--- src/rtl/core/clcd_pkg.sv ---
// Package with the item types, opcodes and constants of the character-LCD write sequencer.
package clcd_pkg;

	// Request opcodes.
	localparam logic [2:0] OP_INIT   = 3'd0;
	localparam logic [2:0] OP_CMD    = 3'd1;
	localparam logic [2:0] OP_DATA   = 3'd2;
	localparam logic [2:0] OP_STRING = 3'd3;
	localparam logic [2:0] OP_NUMBER = 3'd4;
	localparam logic [2:0] OP_GOTO   = 3'd5;

	// Configuration register indexes.
	localparam logic CFG_BUS_MODE = 1'b0;
	localparam logic CFG_WRAP_POS = 1'b1;

	// Fixed display commands and values.
	localparam logic [7:0] CMD_FUNC_8BIT   = 8'h3C;
	localparam logic [7:0] CMD_DISPLAY_ON  = 8'h0C;
	localparam logic [7:0] CMD_CLEAR       = 8'h01;
	localparam logic [7:0] CMD_SECOND_LINE = 8'hC0;
	localparam logic [7:0] NIB_FUNC_4BIT   = 8'h02;
	localparam logic [7:0] NIB_FUNC_LINES  = 8'h08;
	localparam logic [7:0] ROW1_OFFSET     = 8'h40;
	localparam logic [7:0] DDRAM_SET       = 8'h80;
	localparam logic [7:0] ASCII_ZERO      = 8'd48;
	localparam logic [7:0] WRAP_RESET      = 8'd40;

	// Reciprocal of ten for the divide step: floor(n / 10) = (n * RECIP10) >> 35.
	localparam logic [31:0] RECIP10       = 32'hCCCCCCCD;
	localparam int          RECIP10_SHIFT = 35;
	localparam int          MAX_DIGITS    = 10;

	typedef struct packed {
		logic [2:0]  opcode;
		logic [7:0]  byte_value;
		logic        first_of_string;
		logic [31:0] number_value;
		logic [7:0]  column;
		logic [7:0]  row;
	} in_item_t;

	typedef struct packed {
		logic       reg_select;
		logic [7:0] bus_value;
		logic       last;
	} out_item_t;

	typedef enum logic [1:0] {
		ST_IDLE,
		ST_MUL,
		ST_FIX,
		ST_EMIT
	} state_t;

endpackage

--- src/rtl/core/clcd_div10.sv ---
// Shared divide-by-ten unit: registered reciprocal multiply, quotient and remainder formed from it.
module clcd_div10 (
	input  logic        clk,
	input  logic        load,
	input  logic [31:0] dividend,
	output logic [28:0] quotient,
	output logic [3:0]  remainder
);
	import clcd_pkg::*;

	logic [63:0] prod_q;
	logic [31:0] dvd_q;
	logic [31:0] times_ten;
	logic [31:0] diff;

	// Multiply by the reciprocal and keep the dividend for the remainder.
	always_ff @(posedge clk) begin
		if (load) begin
			prod_q <= {32'd0, dividend} * {32'd0, RECIP10};
			dvd_q  <= dividend;
		end
	end

	// Quotient from the high product bits; remainder is dividend minus ten times it.
	always_comb begin
		quotient  = prod_q[63:RECIP10_SHIFT];
		times_ten = {quotient, 3'b000} + {2'b00, quotient, 1'b0};
		diff      = dvd_q - times_ten;
		remainder = diff[3:0];
	end

endmodule

--- src/rtl/core/character_lcd_write_sequencer.sv ---
// Top level of the character-LCD write sequencer.
//
// Each request on the in channel becomes a series of LCD enable pulses on the
// out channel, one item per pulse, with last set on the final pulse of the
// request. An item is taken when valid is high and stall is low on a channel.
// The block takes one request at a time: in_stall is high from acceptance
// until the final pulse has been loaded into the output register; the next
// request may then be taken while that pulse still waits at the output.
// Pulses leave at one per cycle when out_stall stays low. A byte costs one
// pulse on the eight-bit bus and two on the four-bit bus.
// A number request first runs one divide-by-ten step per digit through the
// shared reciprocal multiplier, a multiply state then a fix state each, so a
// ten-digit number gives 10 or 20 pulses after its division. Other requests
// go to the pulse state straight from acceptance and take 1 to 7 pulses.
// Unused opcodes produce no pulses and leave the block idle again next cycle.
// A stall on the out side holds the current pulse and pauses the sequence.
// Reset returns to idle with the four-bit bus, wrap position 40 and the string
// count at zero. Configuration writes are always ready and take effect at once.
module character_lcd_write_sequencer (
	input  logic                 clk,
	input  logic                 arst_n,
	input  logic                 in_valid,
	output logic                 in_stall,
	input  clcd_pkg::in_item_t   in_data,
	output logic                 out_valid,
	input  logic                 out_stall,
	output clcd_pkg::out_item_t  out_data,
	input  logic                 cfg_valid,
	output logic                 cfg_ready,
	input  logic                 cfg_index,
	input  logic [7:0]           cfg_data
);
	import clcd_pkg::*;

	state_t      state_q, state_d;

	logic        bus_mode_q;
	logic [7:0]  wrap_pos_q;
	logic [7:0]  str_count_q;

	logic [2:0]  op_q;
	logic [7:0]  byte_q;
	logic [7:0]  addr_q;
	logic [31:0] num_q;
	logic [3:0]  digits_q [MAX_DIGITS];
	logic [3:0]  nd_q;
	logic [3:0]  elem_cnt_q;
	logic [3:0]  elem_idx_q;
	logic        half_q;

	logic        out_valid_q;
	out_item_t   out_q;

	logic        in_accept;
	logic        div_load;
	logic [28:0] div_quot;
	logic [3:0]  div_rem;
	logic        emit_pulse;
	logic        div_done;

	logic [3:0]  elem_cnt_d;
	logic [7:0]  next_count;
	logic [7:0]  goto_addr;

	logic        elem_rs;
	logic [7:0]  elem_val;
	logic        elem_single;
	logic [3:0]  digit_idx;
	logic        pulse_advance;
	logic        pulse_last;
	logic [7:0]  pulse_val;

	assign in_accept = in_valid && !in_stall;
	assign cfg_ready = 1'b1;
	assign out_valid = out_valid_q;
	assign out_data  = out_q;

	// Shared divide unit.
	clcd_div10 u_div10 (
		.clk       (clk),
		.load      (div_load),
		.dividend  (num_q),
		.quotient  (div_quot),
		.remainder (div_rem)
	);

	// Configuration registers.
	always_ff @(posedge clk or negedge arst_n) begin
		if (!arst_n) begin
			bus_mode_q <= 1'b1;
			wrap_pos_q <= WRAP_RESET;
		end else if (cfg_valid && cfg_ready) begin
			unique case (cfg_index)
				CFG_BUS_MODE: bus_mode_q <= cfg_data[0];
				CFG_WRAP_POS: wrap_pos_q <= cfg_data;
				default:      bus_mode_q <= bus_mode_q;
			endcase
		end
	end

	// Values derived from the incoming request.
	always_comb begin
		next_count = (in_data.first_of_string ? 8'd0 : str_count_q) + 8'd1;
		if (in_data.row == 8'd0) begin
			goto_addr = in_data.column;
		end else if (in_data.row == 8'd1) begin
			goto_addr = in_data.column + ROW1_OFFSET;
		end else begin
			goto_addr = 8'd0;
		end
		goto_addr = goto_addr | DDRAM_SET;

		case (in_data.opcode)
			OP_INIT:   elem_cnt_d = bus_mode_q ? 4'd5 : 4'd3;
			OP_STRING: elem_cnt_d = (next_count == wrap_pos_q) ? 4'd2 : 4'd1;
			default:   elem_cnt_d = 4'd1;
		endcase
	end

	// Current list element: register select, value and whether it is a single raw pulse.
	always_comb begin
		elem_rs     = 1'b0;
		elem_val    = 8'd0;
		elem_single = !bus_mode_q;
		digit_idx   = nd_q - 4'd1 - elem_idx_q;
		case (op_q)
			OP_INIT: begin
				if (bus_mode_q) begin
					case (elem_idx_q)
						4'd0, 4'd1: begin
							elem_val    = NIB_FUNC_4BIT;
							elem_single = 1'b1;
						end
						4'd2: begin
							elem_val    = NIB_FUNC_LINES;
							elem_single = 1'b1;
						end
						4'd3:    elem_val = CMD_DISPLAY_ON;
						default: elem_val = CMD_CLEAR;
					endcase
				end else begin
					case (elem_idx_q)
						4'd0:    elem_val = CMD_FUNC_8BIT;
						4'd1:    elem_val = CMD_DISPLAY_ON;
						default: elem_val = CMD_CLEAR;
					endcase
				end
			end
			OP_CMD: elem_val = byte_q;
			OP_DATA: begin
				elem_rs  = 1'b1;
				elem_val = byte_q;
			end
			OP_STRING: begin
				if (elem_idx_q == 4'd0) begin
					elem_rs  = 1'b1;
					elem_val = byte_q;
				end else begin
					elem_val = CMD_SECOND_LINE;
				end
			end
			OP_NUMBER: begin
				elem_rs  = 1'b1;
				elem_val = ASCII_ZERO + {4'd0, digits_q[digit_idx]};
			end
			OP_GOTO: elem_val = addr_q;
			default: elem_val = 8'd0;
		endcase
	end

	// Pulse formation: whole byte, high nibble or low nibble.
	always_comb begin
		if (elem_single) begin
			pulse_val     = elem_val;
			pulse_advance = 1'b1;
		end else if (!half_q) begin
			pulse_val     = {4'd0, elem_val[7:4]};
			pulse_advance = 1'b0;
		end else begin
			pulse_val     = {4'd0, elem_val[3:0]};
			pulse_advance = 1'b1;
		end
		pulse_last = pulse_advance && (elem_idx_q == elem_cnt_q - 4'd1);
		div_done   = (div_quot == 29'd0) || (nd_q == 4'(MAX_DIGITS - 1));
	end

	// Sequencer: next state and control strobes.
	always_comb begin
		state_d    = state_q;
		in_stall   = 1'b1;
		div_load   = 1'b0;
		emit_pulse = 1'b0;
		unique case (state_q)
			ST_IDLE: begin
				in_stall = 1'b0;
				if (in_valid) begin
					if (in_data.opcode == OP_NUMBER) begin
						state_d = ST_MUL;
					end else if (in_data.opcode <= OP_GOTO) begin
						state_d = ST_EMIT;
					end
				end
			end
			ST_MUL: begin
				div_load = 1'b1;
				state_d  = ST_FIX;
			end
			ST_FIX: begin
				state_d = div_done ? ST_EMIT : ST_MUL;
			end
			ST_EMIT: begin
				if (!out_valid_q || !out_stall) begin
					emit_pulse = 1'b1;
					if (pulse_last) begin
						state_d = ST_IDLE;
					end
				end
			end
			default: state_d = ST_IDLE;
		endcase
	end

	// State register.
	always_ff @(posedge clk or negedge arst_n) begin
		if (!arst_n) begin
			state_q <= ST_IDLE;
		end else begin
			state_q <= state_d;
		end
	end

	// String character count.
	always_ff @(posedge clk or negedge arst_n) begin
		if (!arst_n) begin
			str_count_q <= 8'd0;
		end else if (in_accept && in_data.opcode == OP_STRING) begin
			str_count_q <= next_count;
		end
	end

	// Request fields, digit store and element walk.
	always_ff @(posedge clk) begin
		if (in_accept) begin
			op_q       <= in_data.opcode;
			byte_q     <= in_data.byte_value;
			addr_q     <= goto_addr;
			num_q      <= in_data.number_value;
			nd_q       <= 4'd0;
			elem_cnt_q <= elem_cnt_d;
			elem_idx_q <= 4'd0;
			half_q     <= 1'b0;
		end else if (state_q == ST_FIX) begin
			digits_q[nd_q] <= div_rem;
			nd_q           <= nd_q + 4'd1;
			num_q          <= {3'd0, div_quot};
			elem_cnt_q     <= nd_q + 4'd1;
		end else if (emit_pulse) begin
			if (pulse_advance) begin
				elem_idx_q <= elem_idx_q + 4'd1;
				half_q     <= 1'b0;
			end else begin
				half_q <= 1'b1;
			end
		end
	end

	// Output register.
	always_ff @(posedge clk or negedge arst_n) begin
		if (!arst_n) begin
			out_valid_q <= 1'b0;
		end else if (emit_pulse) begin
			out_valid_q <= 1'b1;
		end else if (!out_stall) begin
			out_valid_q <= 1'b0;
		end
	end

	always_ff @(posedge clk) begin
		if (emit_pulse) begin
			out_q.reg_select <= elem_rs;
			out_q.bus_value  <= pulse_val;
			out_q.last       <= pulse_last;
		end
	end

endmodule
--- config.mk ---
export PLATFORM = sky130hd
export DESIGN_NAME = character_lcd_write_sequencer
export DESIGN_NICKNAME = d
export VERILOG_FILES = /design/src/rtl/core/clcd_pkg.sv /design/src/rtl/core/clcd_div10.sv /design/src/rtl/core/character_lcd_write_sequencer.sv
export SDC_FILE = /design/constraint.sdc
export NUM_CORES = 1
export LEC_CHECK = 0
export BUFFER_PORTS_ARGS = -buffer_cell sky130_fd_sc_hd__clkbuf_2
export CELL_PAD_IN_SITES_DETAIL_PLACEMENT = 1
export CELL_PAD_IN_SITES_GLOBAL_PLACEMENT = 1
export CORE_MARGIN = 2
export CORE_UTILIZATION = 48
export CTS_BUF_LIST = sky130_fd_sc_hd__clkbuf_4
export CTS_CLUSTER_DIAMETER = 80
export DETAILED_ROUTE_END_ITERATION = 10
export GPL_TIMING_DRIVEN = 0
export PLACE_DENSITY = 0.87
export SLEW_MARGIN = 5
export SYNTH_ARGS = -nofsm -noshare
export SYNTH_HDL_FRONTEND = slang
export SYNTH_SLANG_ARGS = --single-unit
--- constraint.sdc ---
create_clock -name clk -period 7.4 [get_ports clk]
set_clock_uncertainty 0.15 [all_clocks]
set_input_delay 1.11 -clock clk [delete_from_list [all_inputs] [get_ports clk]]
set_output_delay 1.11 -clock clk [all_outputs]
set_load 0.005 [all_outputs]
==> flow_summary.toml <==
[worst_setup_path]
crit_family = "adder cells"
ff2ff_path_depth = 20
critical_path_required_ns = 7.59
slowest_stage = "xor2_1"
cp_common_cell = "fa_1"
worstSetupStartpointType = "flip-flop"
crit_path_cell_trace = "buf_6, ha_4, buf_4, ha_1, fa_1, inv_1, fa_1, inv_1, fa_1, fa_1, fa_1, fa_1, ha_1, nand2_1, o21ai_0, a21oi_1, o21ai_0, a211oi_2, o41ai_1, xor2_1"
reg2reg_slack_ns = -0.84
r2r-start = "num_q[16]$_DFFE_PP_"
criticalPathCategory = "reg -> reg"
path_buf_inv = 4
r2r_end = "u_div10.prod_q[35]$_DFFE_PP_"
crit_arrival_ns = 8.42
endpoint_kind = "flip-flop"
slowest_delay_ns = 0.82
path_max_fanout = 9

[cells_and_area]
fin_area_um2 = 28300
final_layout_size_suffix_gt1_share_pct = 20.7
nNetsFinal = 3335
fillers = 5336
final_util_pct = 56.5
instances_no_fill = 3198
syn2layout_area_growth_pct = 16.7

[floorplan]
start_util_pct = 48.5
placement_rows = 82
core_region_area_um2 = 50100
die_x_um = 229
die_area_um2 = 52400
ios = 87
dieHeight_um = 229

[timing]
period_needed_ns = 8.24
hold_ws_ns = 0.250
final_hold_viol_count = 0
maxSlewHeadroom_pct = 33.5
fin_crit_sh_pct = 111
setup_viol = 29
fin_ws_ns = -0.837
drv_slew = 0
tightest_slew_ns = 0.994
rsz0062_at_grt = "yes"
fmax_mhz = 121

[global_routing]
overflow = 0
use_met3_pct = 9.59
grt_first_pass_wirelength_um = 138000
use_met2_pct = 59.6
met1_usage_pct = 39.0
grt_start_max_net_pins = 28
top_usage_layer = "met2"
grt_antenna_before_repair = 6
grt_pass1_vias = 22014
grt.total_usage_pct = 35.8

[synthesis]
yosysTopAreaCell = "fa_1"
synth.top_cell.area_share_pct = 31.9
synth_area_leaders = "fa_1 32%, ha_1 19%, edfxtp_1 17%, inv_1 8.8%, xor2_1 2.1%"
syn-instance-count = 2256
yosysMostFrequentCell = "inv_1"
synth_nets = 3081
ys_seq_area_share_pct = 19.8
async_flop_share_pct = 12.0
synthFlopType = "edfxtp_1"
ys_ff_latch = 166
synth_edf_count = 137
synth_cell_types = 76
yosys-top-cells-count = "567 x inv_1, 387 x fa_1, 364 x ha_1"
syn_area_um2 = 24300
synth-warning-count = 0
avgSynthCellArea_um2 = 10.8

[routing]
drc_errors = 0
totalWireLength_um = 111000
wl_per_cell_um = 34.7
dr_total_vias = 20548
drt_iter0_drc = 2381
ant_nets = 0
dr.pass1.iters = 5
vias_per_cell = 6.43

[clocking]
cts_sinks = 166
cts-htree-levels = 4
clk_path_buf_depth = 2
cts_root_buf = "clkbuf_4"
clkTransAtPathRegs_ns = 0.18
cts_tree = "built"
insertion_delay_ns = 0.69
cts_made_buffers = 17

[outcome]
status = "complete, but fails checks"
violations = "negative setup slack"

[min_path]
min-delay-path-class = "in -> async"

[placed_design]
dpl_cell_area_um2 = 25600
routabilityCongestion = 1.02
io_buffers = 84
placed_cells_incl_taps = 3014
hpwl_um = 67200

[job]
cap_viol_max_count = 0
[kinds of logic after synthesis]
| kind of cell | synth area share (%) |
|---|---|
| AO/OA/AOI/OAI | 6.64 |
| XOR/XNOR | 4.04 |
| adder cells (fa/ha/maj) | 50.7 |
| buffers and inverters | 9.48 |
| flip-flops | 19.8 |
| multiplexers | 2.76 |
| other | 0.0155 |
| AND/OR/NAND/NOR | 6.59 |
[worst max-delay path by stage]
stage	startpoint	end	cells past startpoint
5_1_grt	num_q[16]$_DFFE_PP_	u_div10.prod_q[60]$_DFFE_PP_	23
3_3_place_gp	num_q[9]$_DFFE_PP_	u_div10.prod_q[62]$_DFFE_PP_	21
3_5_place_dp	num_q[9]$_DFFE_PP_	u_div10.prod_q[62]$_DFFE_PP_	21
6_report	num_q[16]$_DFFE_PP_	u_div10.prod_q[35]$_DFFE_PP_	20
2_1_floorplan	num_q[18]$_DFFE_PP_	u_div10.prod_q[60]$_DFFE_PP_	24
4_1_cts	num_q[16]$_DFFE_PP_	u_div10.prod_q[60]$_DFFE_PP_	24
[registers in the layout, indices dropped and copies added (netlist names), 3 cells and up]
signal          cells
u_div10.prod_q     31
byte_q              8
str_count_q         8
out_data           10
nd_q                4
wrap_pos_q          8
num_q              32
digits_q           40
elem_cnt_q          4
addr_q              7
elem_idx_q          4
op_q                3
[cell type report]
cell class | instances | area (µm²) | share of cell area (%)
multi-input cells | 1480 | 18300 | 64.7
well taps | 672 | 841 | 2.97
repair buffers | 240 | 1710 | 6.04
flip-flops and latches | 166 | 4800 | 17.0
plain buffers | 38 | 193 | 0.681
clock buffers | 19 | 143 | 0.504
clock inverters | 13 | 140 | 0.495
diodes | 3 | 7.51 | 0.0265
inverters | 567 | 2150 | 7.60
[layer usage]
metal	part of all wire, %	routed length, µm	vias up
li1	-	-	7748
met1	31	34600	10135
met2	44	48900	1807
met3	13	14100	848
met4	12	13200	10
met5	0.18	204	-
[stage by stage]
step / setup TNS [ns] / worst slack, ns
after detailed placement: -19.35 / -1.09
after floorplan: 0 / 0.439
after global routing: -17.91 / -0.882
after CTS: -0.176 / -0.0707
final: -16.17 / -0.837
after global placement: -14.94 / -0.998
[layout by cell type (no fill, tap or decap), types with 10 or more instances in the layout]
cell and count:
xor2_1 48, ha_4 40, buf_4 141, fa_2 19, nor2_1 61, dfrtp_1 17
inv_2 15, o21ai_0 37, mux2_2 39, nor3_1 21, fa_1 368, nor2b_1 16
nand2_1 75, nand3_1 20, xnor2_1 49, a21oi_2 10, ha_2 11, clkbuf_1 23
a21o_1 44, and2_1 28, clkbuf_2 85, inv_1 545, ha_1 313, clkbuf_4 22
edfxtp_1 137, buf_6 17, a21oi_1 65, nand4_1 28
[worst reg2reg max path, delay by kind of cell, from the launching register on]
family,cells,cell delay (ns)
AOI/OAI and AO/OA,5,0.95
adders and majority gates,9,4.00
DFF,1,0.80
buffers and inverters,4,0.89
and+or+nand+nor,1,0.30
xor gates and xnor gates,1,0.82
[what timing repair did]
action / 4_1_cts / 5_1_grt
pin swaps: 42 / 93
endpoints found under the setup margin: 28 / 27
setup buffers: 96 / 58
endpoints found under the hold margin: 0 / 0
gates cloned: 0 / 0
hold buffers: 0 / 0
gates resized for setup: 139 / 150
Power is not shown: default switching activity piles up to over one toggle a cycle in this logic, so the estimate is an artifact.
